<file path="src/design/rhc_pkg.sv">
// shared types for the rgb/hsv color converter
`default_nettype none
package rhc_pkg;

   // control word that travels with each pixel down the pipeline
   typedef struct packed {
      logic valid;   // stage holds a pixel
      logic mode;    // 0 rgb to hsv, 1 hsv to rgb
      logic black;   // forward: max channel is zero
      logic grey;    // forward: max equals min
   } rhc_ctl_type;

   localparam logic MODE_FORWARD = 1'b0;
   localparam logic MODE_REVERSE = 1'b1;

endpackage
`default_nettype wire

</file>
<file path="src/design/rhc_cell.sv">
// one divider cell: a restoring step for the saturation and hue quotients
`default_nettype none
module rhc_cell #(
   parameter int FRAC_BITS = 16
) (
   input  wire                        clock,
   input  wire                        reset,
   input  wire                        advance,
   input  rhc_pkg::rhc_ctl_type       ctl_in,
   input  wire  [FRAC_BITS+3:0]       rem_s_in,
   input  wire  [FRAC_BITS+3:0]       den_s_in,
   input  wire  [FRAC_BITS:0]         quo_s_in,
   input  wire  [FRAC_BITS+3:0]       rem_h_in,
   input  wire  [FRAC_BITS+3:0]       den_h_in,
   input  wire  [FRAC_BITS:0]         quo_h_in,
   input  wire  [FRAC_BITS:0]         aux0_in,
   input  wire  [FRAC_BITS:0]         aux1_in,
   input  wire  [FRAC_BITS:0]         aux2_in,
   output rhc_pkg::rhc_ctl_type       ctl_out,
   output logic [FRAC_BITS+3:0]       rem_s_out,
   output logic [FRAC_BITS+3:0]       den_s_out,
   output logic [FRAC_BITS:0]         quo_s_out,
   output logic [FRAC_BITS+3:0]       rem_h_out,
   output logic [FRAC_BITS+3:0]       den_h_out,
   output logic [FRAC_BITS:0]         quo_h_out,
   output logic [FRAC_BITS:0]         aux0_out,
   output logic [FRAC_BITS:0]         aux1_out,
   output logic [FRAC_BITS:0]         aux2_out
);
   import rhc_pkg::*;

   localparam int W  = FRAC_BITS + 1;
   localparam int DW = FRAC_BITS + 4;

   rhc_ctl_type     ctl_ff;
   logic [DW-1:0]   rem_s_ff, rem_s_in2, den_s_ff, rem_h_ff, rem_h_in2, den_h_ff;
   logic [W-1:0]    quo_s_ff, quo_s_in2, quo_h_ff, quo_h_in2;
   logic [W-1:0]    aux0_ff, aux1_ff, aux2_ff;
   logic            ge_s, ge_h;
   logic [DW-1:0]   diff_s, diff_h;

   // compare, subtract, shift one quotient bit in
   always_comb begin
      ge_s      = (rem_s_in >= den_s_in);
      ge_h      = (rem_h_in >= den_h_in);
      diff_s    = ge_s ? (rem_s_in - den_s_in) : rem_s_in;
      diff_h    = ge_h ? (rem_h_in - den_h_in) : rem_h_in;
      rem_s_in2 = diff_s << 1;
      rem_h_in2 = diff_h << 1;
      quo_s_in2 = {quo_s_in[W-2:0], ge_s};
      quo_h_in2 = {quo_h_in[W-2:0], ge_h};
   end

   always_ff @(posedge clock) begin
      if (reset) begin
         ctl_ff <= '0;
      end else if (advance) begin
         ctl_ff <= ctl_in;
      end
      if (advance) begin
         rem_s_ff <= rem_s_in2;
         den_s_ff <= den_s_in;
         quo_s_ff <= quo_s_in2;
         rem_h_ff <= rem_h_in2;
         den_h_ff <= den_h_in;
         quo_h_ff <= quo_h_in2;
         aux0_ff  <= aux0_in;
         aux1_ff  <= aux1_in;
         aux2_ff  <= aux2_in;
      end
   end

   assign ctl_out   = ctl_ff;
   assign rem_s_out = rem_s_ff;
   assign den_s_out = den_s_ff;
   assign quo_s_out = quo_s_ff;
   assign rem_h_out = rem_h_ff;
   assign den_h_out = den_h_ff;
   assign quo_h_out = quo_h_ff;
   assign aux0_out  = aux0_ff;
   assign aux1_out  = aux1_ff;
   assign aux2_out  = aux2_ff;

endmodule
`default_nettype wire

</file>
<file path="config.mk">
export PLATFORM = sky130hd
export DESIGN_NAME = rhc_cell
export DESIGN_NICKNAME = d
export VERILOG_FILES = /design/src/design/rhc_pkg.sv /design/src/design/rhc_cell.sv
export SDC_FILE = /design/constraint.sdc
export NUM_CORES = 1
export LEC_CHECK = 0
export ABC_AREA = 1
export BUFFER_PORTS_ARGS = -buffer_cell sky130_fd_sc_hd__clkbuf_2
export CORE_ASPECT_RATIO = 0.6
export CORE_MARGIN = 2
export CORE_UTILIZATION = 35
export CTS_BUF_LIST = sky130_fd_sc_hd__clkbuf_4
export DETAILED_ROUTE_END_ITERATION = 8
export PLACE_DENSITY = 0.68
export SLEW_MARGIN = 0
export SYNTH_ARGS = -nofsm -noshare
export SYNTH_HDL_FRONTEND = slang
export SYNTH_SLANG_ARGS = --single-unit
</file>
<file path="constraint.sdc">
create_clock -name clock -period 1.9 [get_ports clock]
set_input_delay 0.19 -clock clock [delete_from_list [all_inputs] [get_ports clock]]
set_output_delay 0.19 -clock clock [all_outputs]
set_load 0.01 [all_outputs]
</file>
* After elaboration in Yosys (flattened, before gate mapping)
Cells that the tools add are included.
** Cells by class
- Add/sub/neg operators :: 2
- $lt $le $gt $ge :: 2
- Multiplexer cells :: 2
** Operators by type and width (count)
- 20-bit greater-or-equal comparator :: 2
- 19-bit 2-to-1 mux :: 2
- 19-bit subtractor :: 2
** Word-level totals
- Flip-flop bits (word level) :: 167
- Bits of input ports :: 172
- Output and inout port bits :: 169
- Word-level logic and storage cells :: 19

* Logic depth before layout (Yosys ltp)
- Depth after elaboration :: 2
- Depth in mapped cells :: 14
- Gate-level depth less buffers :: 13

* Worst setup path after synthesis
No wires, ideal clock.
- Path type :: input to register
- Start :: input port rem_h_in[0]
- End :: register rem_h_ff[10], in the netlist rem_h_out[10] (data pin)
- Setup time :: 252 ps
- Arrival time :: 1764 ps
- Required time :: 1648 ps
- Path slack :: -116 ps
- Stages :: 13
- Path through :: inv_1 ha_1 fa_1 nand3b_1 nand2_2 nand3_1 nand3_1 nand2_1 nand2_4 inv_4 buf_8 nand2_1 nand2_1
** On the way
- Word-level cells in the longest chain between the ends :: 2
- Elaborated cells between the ends (all ways) :: 3
- Classes of those cells :: add/sub (1); order compare (1); mux (1)
** Ends and longest elaborated chain
- start, declared :: RTL line rhc_cell.sv:13 : input wire [FRAC_BITS+3:0] rem_h_in,
- 19-bit subtractor or 20-bit greater-or-equal comparator (tied branches) :: RTL line rhc_cell.sv:47, rhc_cell.sv:45
- 19-bit 2-to-1 mux * :: RTL line rhc_cell.sv:47 : diff_h = ge_h ? (rem_h_in - den_h_in) : rem_h_in;
- via diff_h[9] :: RTL line rhc_cell.sv:40 : logic [DW-1:0] diff_s, diff_h;
- end signal, assigned :: RTL line rhc_cell.sv:64 : rem_h_ff <= rem_h_in2;
- end, declared :: RTL line rhc_cell.sv:36 : logic [DW-1:0] rem_s_ff, rem_s_in2, den_s_ff, rem_h_ff, rem_h_in2, den_h_ff;
The timed path passes the listed nets; every way through them passes the cells marked *.
A chain may end at the register's enable or synchronous reset.

* Worst setup path in the final report
- Start :: input port rem_s_in[11]
- End :: register rem_s_ff[17], in the netlist rem_s_out[17] (data pin)
** On the way
- Word-level cells in the longest chain between the ends :: 2
- Elaborated cells between the ends (all ways) :: 3
- Classes of those cells :: add/sub (1); order compare (1); mux (1)
** Ends and longest elaborated chain
- start, declared :: RTL line rhc_cell.sv:10 : input wire [FRAC_BITS+3:0] rem_s_in,
- 19-bit subtractor or 20-bit greater-or-equal comparator (tied branches) :: RTL line rhc_cell.sv:46, rhc_cell.sv:44
- 19-bit 2-to-1 mux * :: RTL line rhc_cell.sv:46 : diff_s = ge_s ? (rem_s_in - den_s_in) : rem_s_in;
- via diff_s[16] :: RTL line rhc_cell.sv:40
- end signal, assigned :: RTL line rhc_cell.sv:61 : rem_s_ff <= rem_s_in2;
- end, declared :: RTL line rhc_cell.sv:36
Marks and branches as above.

==> metrics <==
clock sinks=167; DRT iter0 DRCs=493; Worst-path clk slew=170 ps; sequential share of the synthesized area=0.614; PortBufs=336; Hold Vio Cnt, Final=0; fmax=511 MHz; commonest non-fill, non-tap cell in the layout=clkbuf_2; synthesized area per cell=10.2 sq um; combinational share of power=0.272; Gate Count Post-Synth=793; Layout area overhead=60.9%; Min-Delay Path Class=in -> reg; NetSw=2.92 mW; Min Hold Slack=67.4 ps; Cell Count, Final, Fillers Out=1,715; largest net degree at the start of global routing=58; die area=24,400 sq um; CP max FO=8; R2R depth=3; Fin Setup TNS=-555 ps; IO Pins=341; clk_lat worst skew=560 ps; Core Area=22,900 sq um; Final Critical Period=1960 ps; final instance area=13,000 sq um; Lkg Pwr=6.33 nW; CP startpoint kind=input port; CTS Buf Count=17; DPL Wire Length=17,900 um; CTS tree=built; max_cap viols=0; Tot GR Track Use=0.204; Clock Skew=0 ps; post-placement cell count=1,511; CP endpoint kind=flip-flop; H-tree levels=4; # fillers=1,939; vias in the first global route=7,259; Synth top area share=0.604; critical path class=in -> reg; Distinct cells, synth=28; first-pass GRT wire length=38,400 um; Crit path required time=2260 ps; sequential share of power=0.492; Pre-Repair DR Iteration Count=5; placed cell areas=10,800 sq um; nets=1,600; area leader, netlist=edfxtp_1; layout cells sized above 1=0.362; Peak VDD IR=0.000381 V; final worst path period share=1.03; Power Density=710 nW/um^2; crit path DAT=2310 ps; hold path depth=3; WL/cell=15.0 um; Area contributors post-synth=edfxtp_1 60%, nand2_1 12%, ha_1 6.2%, inv_1 5.4%, nand3_1 2.5%; R2R Setup Slk=780 ps; total power=9.25 mW; antenna violations before repair=2; worst hold start=rem_h_in[1]; Die X=200 um; status=finished with violations; Setup WS pre-CTS=-159 ps; WHS Endpoint=rem_h_out[2]$_DFFE_PP_; Sw Ratio=0.316; flop and latch count out of synthesis=167; initial core utilization=0.354; buffer depth of the longest clock path=2; Internal=6.33 mW; final antenna-violating net count=0; routability cong.=0.946; Site Rows=43; Congestion Overflow GR=0; violated checks=setup timing; Mapped Area=8100 sq um; Avg Vias per Cell=4.45; synth warn=0; FF-to-FF End=ctl_out[2]$_SDFFE_PP0P_; max-slew violations=0; final WL=25,800 um; final setup fails=18; reg-to-reg startpoint=ctl_out[2]$_SDFFE_PP0P_; final core occ=0.569; Root Driver=clkbuf_4; chip height=122 um; DRC viols=0; DR vias=7,636; commonest cells after routing, fill and taps aside=334 x clkbuf_2, 258 x nand2_1, 166 x dlygate4sd3_1; setup slack after layout=-57.3 ps; Clk pwr share=0.236
## cell usage after synthesis
library cell  count
inv_4             2
nor2_1           44
o21ai_1           3
o21bai_1          3
nand2_1         268
nand2_4           2
buf_8             1
buf_6             4
nor3_2            1
a21oi_2           3
a21oi_1          25
inv_1           116
xnor2_1           6
fa_1              2
nand2_2           5
ha_1             40
o21ai_0          10
dfxtp_1           4
edfxtp_1        163
nor2_2            6
xor2_1           14
o21a_1            1
nand3b_1         10
nand3_1          41
conb_1            1
and2_1            3
buf_4             3
nor3_1           12
## power by group through the flow
stage / Combinational (mW) / Clock [mW] / Sequential (mW)
detailed placement: 2.08 / 0 / 4.63
global route: 2.74 / 2.42 / 4.58
global placement: 2.06 / 0 / 4.61
CTS: 2.37 / 2.27 / 4.54
floorplan: 0.838 / 0 / 4.81
finish: 2.52 / 2.18 / 4.55
## routing by layer
layer	vias to the layer above	share of wire	GRT usage
li1	3795	-	-
met1	3552	0.45	0.272
met2	264	0.48	0.335
met3	25	0.060	0.0503
met4	0	0.015	0.0583
met5	-	0	0
## worst max-delay path: stages
cell,delay [ps]
dlygate4sd3_1,550
clkbuf_2,120
ha_1,340
nand2_2,150
inv_1,80
a21oi_2,200
nand3_2,140
nand2_4,120
nand2_8,110
buf_6,160
nand3_1,80
nand2_1,70
## flip-flops by register name, summed over array words and instances (netlist names)
| name | cells |
|---|---|
| aux1_out | 17 |
| quo_s_out | 17 |
| ctl_out | 4 |
| rem_h_out | 19 |
| quo_h_out | 17 |
| den_s_out | 20 |
| den_h_out | 20 |
| rem_s_out | 19 |
| aux0_out | 17 |
| aux2_out | 17 |
## layout make-up
cell class                 instances  area (sq um)  area share
sequential                       167          4970       0.382
inverter                         118           458      0.0351
clock buffer                      17           128     0.00979
multi-input combinational        501          2860       0.220
timing repair inverter             2          17.5     0.00134
antenna                            2          5.00    0.000384
clock inverter                    14           164      0.0126
tap                              315           394      0.0302
timing repair buffer             579          4030       0.309
## timing repair
action	CTS	global route
hold endpoints to repair	182	0
hold buffers	166	0
gates resized for setup	0	49
setup endpoints to repair	0	38
buffers inserted	0	3
## worst max path at each step
stage | start | end | slack [ps] | cells past startpoint
6_report | rem_s_in[11] | rem_s_out[17]$_DFFE_PP_ | -60 | 12
5_1_grt | den_s_in[7] | rem_s_out[14]$_DFFE_PP_ | -50 | 15
4_1_cts | rem_s_in[15] | rem_s_out[17]$_DFFE_PP_ | 7 | 11
3_5_place_dp | den_s_in[15] | rem_s_out[17]$_DFFE_PP_ | -160 | 11
3_3_place_gp | den_s_in[15] | rem_s_out[17]$_DFFE_PP_ | -100 | 11
2_1_floorplan | rem_h_in[0] | rem_h_out[10]$_DFFE_PP_ | 7 | 13
## kinds of logic (layout without fill, tap and decap cells)
| family | after synthesis | count (layout) | synth area share |
|---|---|---|---|
| flip-flops | 167 | 167 | 0.614 |
| AND/OR/NAND/NOR | 392 | 392 | 0.201 |
| XOR/XNOR | 20 | 20 | 0.0216 |
| buffers and inverters | 126 | 730 | 0.0655 |
| adder cells (fa/ha/maj) | 42 | 42 | 0.0667 |
| other | 1 | 4 | 0.000463 |
| AO/OA/AOI/OAI | 45 | 45 | 0.0304 |
(Power assumes the default switching activity.)
