`config.mk`:
```
export PLATFORM = sky130hd
export DESIGN_NAME = rhc_front
export DESIGN_NICKNAME = d
export VERILOG_FILES = /design/src/design/rhc_pkg.sv /design/src/design/rhc_front.sv
export SDC_FILE = /design/constraint.sdc
export NUM_CORES = 2
export LEC_CHECK = 0
export BUFFER_PORTS_ARGS = -buffer_cell sky130_fd_sc_hd__buf_2
export CAP_MARGIN = 20
export CORE_AREA = 4 4 408 410
export DETAILED_ROUTE_END_ITERATION = 10
export DIE_AREA = 0 0 412 414
export SLEW_MARGIN = 20
export SYNTH_ARGS = -nofsm -noshare
export SYNTH_HDL_FRONTEND = slang
export SYNTH_SLANG_ARGS = --single-unit
```
`constraint.sdc`:
```
create_clock -name clock -period 14.34 [get_ports clock]
set_input_delay 2.868 -clock clock [delete_from_list [all_inputs] [get_ports clock]]
set_output_delay 2.868 -clock clock [all_outputs]
set_load 0.005 [all_outputs]
```
`src/design/rhc_pkg.sv`:
```
// shared types for the rgb/hsv color converter
`default_nettype none
package rhc_pkg;

   // control word that travels with each pixel down the pipeline
   typedef struct packed {
      logic valid;   // stage holds a pixel
      logic mode;    // 0 rgb to hsv, 1 hsv to rgb
      logic black;   // forward: max channel is zero
      logic grey;    // forward: max equals min
   } rhc_ctl_type;

   localparam logic MODE_FORWARD = 1'b0;
   localparam logic MODE_REVERSE = 1'b1;

endpackage
`default_nettype wire

```
`src/design/rhc_front.sv`:
```
// front end: input saturation, forward divider setup and reverse p/q/t products
`default_nettype none
module rhc_front #(
   parameter int FRAC_BITS = 16
) (
   input  wire                        clock,
   input  wire                        reset,
   input  wire                        advance,
   input  wire                        in_valid,
   input  wire                        mode,
   input  wire  [FRAC_BITS:0]         in_a,
   input  wire  [FRAC_BITS:0]         in_b,
   input  wire  [FRAC_BITS:0]         in_c,
   output rhc_pkg::rhc_ctl_type       ctl_out,
   output logic [FRAC_BITS+3:0]       rem_s_out,
   output logic [FRAC_BITS+3:0]       den_s_out,
   output logic [FRAC_BITS+3:0]       rem_h_out,
   output logic [FRAC_BITS+3:0]       den_h_out,
   output logic [FRAC_BITS:0]         aux0_out,
   output logic [FRAC_BITS:0]         aux1_out,
   output logic [FRAC_BITS:0]         aux2_out
);
   import rhc_pkg::*;

   localparam int W  = FRAC_BITS + 1;
   localparam int DW = FRAC_BITS + 4;
   localparam int NW = FRAC_BITS + 5;
   localparam logic [W-1:0] ONE_W = W'(1) << FRAC_BITS;

   localparam logic [2:0] SECTOR_0 = 3'd0;
   localparam logic [2:0] SECTOR_1 = 3'd1;
   localparam logic [2:0] SECTOR_2 = 3'd2;
   localparam logic [2:0] SECTOR_3 = 3'd3;
   localparam logic [2:0] SECTOR_4 = 3'd4;

   // stage a registers
   rhc_ctl_type             a_ctl_ff, a_ctl_in;
   logic [W-1:0]            a_mx_ff, a_mx_in;
   logic [W-1:0]            a_c_ff, a_c_in;
   logic [DW-1:0]           a_n_ff, a_n_in;
   logic [W-1:0]            a_v_ff, a_v_in;
   logic [2:0]              a_sector_ff, a_sector_in;
   logic [W-1:0]            a_p_ff, a_p_in;
   logic [W-1:0]            a_sf_ff, a_sf_in;
   logic [W-1:0]            a_s1f_ff, a_s1f_in;

   // stage b registers
   rhc_ctl_type             b_ctl_ff, b_ctl_in;
   logic [DW-1:0]           b_rem_s_ff, b_rem_s_in;
   logic [DW-1:0]           b_den_s_ff, b_den_s_in;
   logic [DW-1:0]           b_rem_h_ff, b_rem_h_in;
   logic [DW-1:0]           b_den_h_ff, b_den_h_in;
   logic [W-1:0]            b_aux0_ff, b_aux0_in;
   logic [W-1:0]            b_aux1_ff, b_aux1_in;
   logic [W-1:0]            b_aux2_ff, b_aux2_in;

   logic [W-1:0]            sat_r, sat_g, sat_b;
   logic [W-1:0]            mx, mn, chroma;
   logic [NW-1:0]           n_raw, n_six;
   logic [FRAC_BITS-1:0]    hue;
   logic [FRAC_BITS+2:0]    h6;
   logic [FRAC_BITS-1:0]    frac;
   logic [2*W-1:0]          prod_p, prod_sf, prod_s1f, prod_q, prod_t;
   logic [W-1:0]            q_val, t_val;
   logic [DW-1:0]           six_c;

   // clamp channels above one
   always_comb begin
      sat_r = (in_a > ONE_W) ? ONE_W : in_a;
      sat_g = (in_b > ONE_W) ? ONE_W : in_b;
      sat_b = (in_c > ONE_W) ? ONE_W : in_c;
   end

   // forward: max, min, chroma and hue numerator in units of chroma
   always_comb begin
      mx = sat_r;
      if (sat_g > mx) mx = sat_g;
      if (sat_b > mx) mx = sat_b;
      mn = sat_r;
      if (sat_g < mn) mn = sat_g;
      if (sat_b < mn) mn = sat_b;
      chroma = mx - mn;
      n_six  = ({4'b0000, chroma} << 2) + ({4'b0000, chroma} << 1);
      priority if (mx == sat_b) begin
         n_raw = ({4'b0000, chroma} << 2) + {4'b0000, sat_r} - {4'b0000, sat_g};
      end else if (mx == sat_g) begin
         n_raw = ({4'b0000, chroma} << 1) + {4'b0000, sat_b} - {4'b0000, sat_r};
      end else begin
         n_raw = {4'b0000, sat_g} - {4'b0000, sat_b};
      end
      if (n_raw[NW-1]) n_raw = n_raw + n_six;
   end

   // reverse: sector, fraction and first products
   always_comb begin
      hue      = in_a[FRAC_BITS-1:0];
      h6       = ({3'b000, hue} << 2) + ({3'b000, hue} << 1);
      frac     = h6[FRAC_BITS-1:0];
      prod_p   = sat_b * (ONE_W - sat_g);
      prod_sf  = sat_g * {1'b0, frac};
      prod_s1f = sat_g * (ONE_W - {1'b0, frac});
   end

   always_comb begin
      a_ctl_in.valid = in_valid;
      a_ctl_in.mode  = mode;
      a_ctl_in.black = (mx == '0);
      a_ctl_in.grey  = (chroma == '0);
      a_mx_in        = mx;
      a_c_in         = chroma;
      a_n_in         = n_raw[DW-1:0];
      a_v_in         = sat_b;
      a_sector_in    = h6[FRAC_BITS+2:FRAC_BITS];
      a_p_in         = prod_p[2*FRAC_BITS:FRAC_BITS];
      a_sf_in        = prod_sf[2*FRAC_BITS:FRAC_BITS];
      a_s1f_in       = prod_s1f[2*FRAC_BITS:FRAC_BITS];
   end

   // reverse: q and t, then sector select; forward: divider operands and max channel as value
   always_comb begin
      prod_q = a_v_ff * (ONE_W - a_sf_ff);
      prod_t = a_v_ff * (ONE_W - a_s1f_ff);
      q_val  = prod_q[2*FRAC_BITS:FRAC_BITS];
      t_val  = prod_t[2*FRAC_BITS:FRAC_BITS];
      six_c  = ({3'b000, a_c_ff} << 2) + ({3'b000, a_c_ff} << 1);

      b_ctl_in   = a_ctl_ff;
      b_rem_s_in = {3'b000, a_c_ff};
      b_den_s_in = {3'b000, a_mx_ff};
      b_rem_h_in = a_n_ff;
      b_den_h_in = six_c;
      if (a_ctl_ff.mode == MODE_REVERSE) begin
         unique case (a_sector_ff)
            SECTOR_0: begin b_aux0_in = a_v_ff; b_aux1_in = t_val;  b_aux2_in = a_p_ff; end
            SECTOR_1: begin b_aux0_in = q_val;  b_aux1_in = a_v_ff; b_aux2_in = a_p_ff; end
            SECTOR_2: begin b_aux0_in = a_p_ff; b_aux1_in = a_v_ff; b_aux2_in = t_val;  end
            SECTOR_3: begin b_aux0_in = a_p_ff; b_aux1_in = q_val;  b_aux2_in = a_v_ff; end
            SECTOR_4: begin b_aux0_in = t_val;  b_aux1_in = a_p_ff; b_aux2_in = a_v_ff; end
            default:  begin b_aux0_in = a_v_ff; b_aux1_in = a_p_ff; b_aux2_in = q_val;  end
         endcase
      end else begin
         b_aux0_in = '0;
         b_aux1_in = '0;
         b_aux2_in = a_mx_ff;
      end
   end

   // pipeline registers
   always_ff @(posedge clock) begin
      if (reset) begin
         a_ctl_ff <= '0;
         b_ctl_ff <= '0;
      end else if (advance) begin
         a_ctl_ff <= a_ctl_in;
         b_ctl_ff <= b_ctl_in;
      end
      if (advance) begin
         a_mx_ff     <= a_mx_in;
         a_c_ff      <= a_c_in;
         a_n_ff      <= a_n_in;
         a_v_ff      <= a_v_in;
         a_sector_ff <= a_sector_in;
         a_p_ff      <= a_p_in;
         a_sf_ff     <= a_sf_in;
         a_s1f_ff    <= a_s1f_in;
         b_rem_s_ff  <= b_rem_s_in;
         b_den_s_ff  <= b_den_s_in;
         b_rem_h_ff  <= b_rem_h_in;
         b_den_h_ff  <= b_den_h_in;
         b_aux0_ff   <= b_aux0_in;
         b_aux1_ff   <= b_aux1_in;
         b_aux2_ff   <= b_aux2_in;
      end
   end

   assign ctl_out   = b_ctl_ff;
   assign rem_s_out = b_rem_s_ff;
   assign den_s_out = b_den_s_ff;
   assign rem_h_out = b_rem_h_ff;
   assign den_h_out = b_den_h_ff;
   assign aux0_out  = b_aux0_ff;
   assign aux1_out  = b_aux1_ff;
   assign aux2_out  = b_aux2_ff;

endmodule
`default_nettype wire

```
Word-level counts from Yosys, hierarchy flattened
Index checks and enable logic that the tools add are counted.
{ "op_classes": {"add_sub_neg": 14, "n_mul": 5, "magnitude_cmp": 7, "n_eq_ne": 6, "mux": 14, "n_reduce_logical": 7} }
{ "op_table": {"columns": ["cell", "count"], "rows": [
  ["$pmux 17 s3", 3],
  ["$mux 17", 8],
  ["$mul 18x18->33", 4],
  ["$sub 17x17->18 const A", 3],
  ["$gt 17x17->1 const B", 3],
  ["$mux 21", 2],
  ["$add 19x18->20", 2],
  ["$add 18x17->19", 2],
  ["$eq 17x17->1", 2],
  ["$gt 17x17->1", 2],
  ["$logic_not 17->1", 2],
  ["$lt 17x17->1", 2],
  ["$mul 17x16->33", 1],
  ["$sub 20x17->21", 1],
  ["$add 19x17->20", 1],
  ["$add 20x20->20", 1],
  ["$mux 20", 1],
  ["$sub 19x17->20", 1],
  ["$sub 17x16->18 const A", 1],
  ["$sub 17x17->18", 1],
  ["$sub 17x17->17", 1],
  ["$reduce_or 2->1", 4],
  ["$eq 3x2->1 const B", 2],
  ["$eq 3x1->1 const B", 1],
  ["2 further kinds", 2]
]} }
{ "word_totals": {"ff_bits": 258, "in_bits": 56, "output_inout_bits": 135, "elab_cells": 76} }

Depth between registers and ports, before layout
{ "logic_depth": {"depth_word": 13, "mapped_depth": 63, "ltp_nobuf": 57} }

Worst setup path before layout
OpenSTA, ideal clock, no wires.
{ "synth_timing": {"kind": "input to register", "start": "input in_a[0]", "end": "register a_n_ff[19] (data pin)", "setup_ns": 0.268, "t_arrival_ns": 14.756, "required_ns": 14.072, "path_slack_ns": -0.684, "path_stages": 59, "n_path_buf": 7, "cell_sequence": "clkbuf_1 -> inv_1 -> clkbuf_1 -> ha_1 -> nand4_2 -> o21ai_4 -> buf_2 -> nand2_1 -> ha_1 -> nand4_1 -> o22a_1 -> o211ai_1 -> a21oi_1 -> nor2_1 -> clkbuf_1 -> clkbuf_1 -> a21oi_1 -> ha_1 -> [23 not listed] -> nor2b_1 -> or2_2 -> a21oi_1 -> nor2_1 -> a2111oi_0 -> xnor2_1 -> mux2i_1 -> mux2i_1 -> fa_1 -> ha_1 -> a21oi_1 -> o21ai_0 -> a31oi_1 -> o21ai_0 -> xnor2_1 -> nor2_1 -> xnor2_1 -> o21ai_0"} }
{ "synth_via": {"elab_chain_cells": 13, "word_cells_on_any_way": 22, "classes_between": "7 x add/sub; 5 x order compare; 2 x eq/ne; 8 x mux"} }
{ "synth_lines": {"columns": ["element", "line_no", "text"], "rows": [
  ["start, declared", "rhc_front.sv:11", "input wire [FRAC_BITS:0] in_a,"],
  ["$gt 17x17->1", "rhc_front.sv:69", "sat_r = (in_a > ONE_W) ? ONE_W : in_a;"],
  ["$mux 17 (*)", "rhc_front.sv:69", null],
  ["$gt 17x17->1", "rhc_front.sv:77", "if (sat_g > mx) mx = sat_g;"],
  ["$mux 17 (*)", "rhc_front.sv:77", null],
  ["$gt 17x17->1", "rhc_front.sv:78", "if (sat_b > mx) mx = sat_b;"],
  ["$mux 17 (*)", "rhc_front.sv:78", null],
  ["named net a_mx_in[1]", "rhc_front.sv:38", "logic [W-1:0] a_mx_ff, a_mx_in;"],
  ["$sub 17x17->17 (*)", "rhc_front.sv:82", "chroma = mx - mn;"],
  ["named net a_c_in[9]", "rhc_front.sv:39", "logic [W-1:0] a_c_ff, a_c_in;"],
  ["$add 18x17->19", "rhc_front.sv:87", "n_raw = ({4'b0000, chroma} << 1) + {4'b0000, sat_b} - {4'b0000, sat_r};"],
  ["$sub 19x17->20", "rhc_front.sv:87", null],
  ["$mux 21", "rhc_front.sv:86", "end else if (mx == sat_g) begin"],
  ["$mux 21", "rhc_front.sv:84", "priority if (mx == sat_b) begin"],
  ["$add 20x20->20", "rhc_front.sv:91", "if (n_raw[NW-1]) n_raw = n_raw + n_six;"],
  ["$mux 20 (*)", "rhc_front.sv:91", null],
  ["named net n_raw[19]", "rhc_front.sv:59", "logic [NW-1:0] n_raw, n_six;"],
  ["end signal, assigned", "rhc_front.sv:160", "a_n_ff <= a_n_in;"],
  ["end, declared", "rhc_front.sv:40", "logic [DW-1:0] a_n_ff, a_n_in;"]
]} }
The timed path passes the listed nets; every way through them passes the cells marked *.
A chain may end at the register's enable or synchronous reset.

Worst setup path after layout
{ "layout_timing": {"start": "input in_a[10]", "end": "register a_n_ff[19] (data pin)"} }
{ "layout_via": {"elab_chain_cells": 13, "word_cells_on_any_way": 22, "classes_between": "7 x add/sub; 5 x order compare; 2 x eq/ne; 8 x mux"} }
{ "layout_lines": {"columns": ["element", "line_no"], "rows": [
  ["$gt 17x17->1", "rhc_front.sv:69"],
  ["$mux 17 (*)", "rhc_front.sv:69"],
  ["$gt 17x17->1 / $lt 17x17->1 (equally long branches)", "rhc_front.sv:77, rhc_front.sv:80"],
  ["$mux 17 (on tied branches)", "rhc_front.sv:77, rhc_front.sv:80"],
  ["$gt 17x17->1 / $lt 17x17->1 (equally long branches)", "rhc_front.sv:78, rhc_front.sv:81"],
  ["$mux 17 (on tied branches)", "rhc_front.sv:78, rhc_front.sv:81"],
  ["$sub 17x17->17 (*)", "rhc_front.sv:82"],
  ["named net a_c_in[10]", "rhc_front.sv:39"],
  ["$add 18x17->19", "rhc_front.sv:87"],
  ["$sub 19x17->20", "rhc_front.sv:87"],
  ["$mux 21", "rhc_front.sv:86"],
  ["$mux 21", "rhc_front.sv:84"],
  ["$add 20x20->20", "rhc_front.sv:91"],
  ["$mux 20 (*)", "rhc_front.sv:91"],
  ["named net n_raw[19]", "rhc_front.sv:59"]
]} }
Marked as above.

==> metrics.txt <==
largest net degree at the start of global routing between 100 and 150; Die H between 400 and 500 um; FP Rows 148; fin crit period 13720 ps; period utilization 95.6%; WL final about 200000 um; Clock transition at path regs around 70 ps; Final Skew around 44 ps; fmax roughly 73 MHz; Final Wtd Congestion ~0.93; Clk Latency, worst-skew pair between 600 and 700 ps; vias in the first global route 53446; clk root buf clkbuf_16; CP max FO 18; Largest stage delay, worst path around 490 ps; post-detail-place hpwl about 150000 um; Synth Cell Area between 60000 and 70000 sq um; Setup TNS 0 ps; final setup vio count 0; first-pass GRT wire length slightly above 300000 um; Post-synth ARST share 0%; final setup margin roughly 620 ps; DR pass1 iterations 7; Yosys cell types 89; post-synth top area cell fa_1; Mapped Cells just over 7000; post-synthesis register bit count around 260; hold crit path type flip-flop to flip-flop; crit start category input pin; Initial Util between 30% and 40%; Setup Slack @ Placement -149 ps; Ys Warns 0; via count around 50000; Crit Path Category input pin to flip-flop; EDFF count, synth between 200 and 250; total CTS buffers 30; DRC viols 0; Synth top area share 36.2%; fill count 15882; antenna viol nets, final 0; CP arrival 14040 ps; Rel. slew slack ~24%; share of layout cells above drive strength 1 ~8.5%; slowest stage cell, crit path fa_1; GRT Total Usage 23.3%; Mean Syn Cell Area roughly 9 sq um; CTS tree yes; Synth area leaders fa_1, ha_1, edfxtp_1; initial antenna violation count 4; Die X slightly above 400 um; cells on worst reg2reg path 28; Clock Sink Count 256; Slew Viols, Final 0; status finished, final reports clean; Tightest Pin Transition between 1000 and 1500 ps; CP endpoint kind flip-flop; core area 162000 sq um; DRT iter0 DRCs 3827; PortBufs approximately 180; Max clock buf depth 3; CP required roughly 15000 ps; num ports between 150 and 200; sequential fraction of the synthesis area about an eighth; htree depth 1; final hold viol count 0; full die area around 170000 sq um; Via density around 5.3; Top FF cell, synth edfxtp_1; post-synthesis to final-layout area growth 9.01%; Max-Cap Viols 0; Worst Hold Path Cells 0; routed len/inst slightly above 20 um; Nets around 9400; grt total ovfl 0
==> cell usage after synthesis (9+ instances only) <==
| master | number |
|---|---|
| a2111oi_0 | 10 |
| a211oi_1 | 29 |
| a21boi_0 | 16 |
| a21o_1 | 60 |
| a21oi_1 | 239 |
| a221oi_1 | 9 |
| a31oi_1 | 20 |
| and2_1 | 245 |
| and3_1 | 41 |
| buf_1 | 30 |
| buf_4 | 9 |
| clkbuf_1 | 281 |
| clkinv_1 | 9 |
| edfxtp_1 | 248 |
| fa_1 | 1171 |
| ha_1 | 748 |
| inv_1 | 1436 |
| mux2_2 | 35 |
| mux2i_1 | 54 |
| nand2_1 | 1031 |
| nand2b_1 | 71 |
| nand3_1 | 47 |
| nand4_1 | 21 |
| nor2_1 | 513 |
| nor2b_1 | 36 |
| nor3_1 | 74 |
| nor4_1 | 17 |
| o211ai_1 | 10 |
| o21a_1 | 45 |
| o21ai_0 | 129 |
| o21bai_1 | 17 |
| o22ai_1 | 16 |
| o31ai_1 | 10 |
| or2_2 | 17 |
| or3_1 | 15 |
| or4_1 | 15 |
| xnor2_1 | 187 |
| xor2_1 | 75 |
==> metrics by stage <==
step / area [sq um] / hold WS (ps) / util [%] / std cells
6_report: 70500 / 411 / 43.4 / 9603
5_1_grt: 70500 / 424 / 43.4 / 9601
4_1_cts: 70400 / 419 / 43.3 / 9590
3_5_place_dp: 69400 / 407 / 42.7 / 9534
3_3_place_gp: 69400 / 405 / 42.7 / 9534
2_1_floorplan: 64800 / 400 / - / 7219
==> flip-flops by register name (all words and copies together), names as in the netlist <==
signal,flops
a_n_ff,20
rem_h_out,20
den_h_out,18
a_c_ff,17
a_mx_ff,17
a_p_ff,17
a_s1f_ff,17
a_sf_ff,17
a_v_ff,17
aux0_out,17
aux1_out,17
aux2_out,17
den_s_out,17
rem_s_out,17
a_ctl_ff,4
ctl_out,4
a_sector_ff,3
==> cell type report <==
type	instances	area, sq um	area share, %
Sequential cell	256	7610	10.8
Multi-Input combinational cell	5183	50600	71.7
Tap cell	2175	2720	3.86
Clock inverter	21	214	0.303
Timing Repair Buffer	480	3170	4.49
Clock buffer	35	769	1.09
Inverter	1450	5440	7.72
Antenna cell	3	7.51	0.0106
==> layout by cell type (no fill, tap or decap), drive strengths merged, types with 16 or more instances in the layout <==
cell / count
a211oi: 30
and2: 247
mux2: 37
nand2b: 71
a31oi: 21
nand3: 47
inv: 1446
a21o: 60
nor4: 17
clkbuf: 35
nor2b: 36
a21oi: 240
and3: 41
a21boi: 16
nor2: 513
nand2: 1034
fa: 1171
mux2i: 54
edfxtp: 248
o21bai: 17
xnor2: 187
o21ai: 133
xor2: 75
clkinv: 21
or2: 17
conb: 23
nor3: 74
ha: 748
buf: 480
o21a: 45
nand4: 22
o22ai: 16
==> worst max-delay path: cells and delay by family <==
family,cells,cell delay (ps)
buffers and inverters,9,1410
muxes,2,350
AOI/OAI and AO/OA,24,4070
adders and majority gates,9,3010
xor gates and xnor gates,4,820
and+or+nand+nor,11,1480
==> cell families after synthesis <==
family,count (synthesis),share of synthesized area (%)
compound gates,709,7.04
xor+xnor,263,3.58
fa+ha+maj,1919,50.7
buf+inv,1781,10.4
flops,256,11.8
mux,91,1.49
other cells,2,0.0116
simple gates,2177,15.0
==> path summary, 6_finish.rpt <==
kind	start	to	slack (ps)
worst max-delay path	in_a[10]	a_n_ff[19]	620
worst min-delay path	a_n_ff[8]	rem_h_out[8]	410
worst max register to register	a_sf_ff[0]	aux0_out[13]	4410
worst min register to register	a_n_ff[8]	rem_h_out[8]	410
==> per-layer routing <==
metal	routed length, um	track usage (%)
met1	84300	32.2
met2	89500	37.6
met3	15100	3.67
met4	7940	7.38
met5	16	0
==> what timing repair did <==
action / in CTS / in global routing
hold buffers: 0 / 0
gates resized for setup: 0 / 21
setup endpoints to repair: 0 / 6
setup buffers: 0 / 9
Power is not shown: default switching activity piles up to over one toggle a cycle in this logic, so the estimate is an artifact.
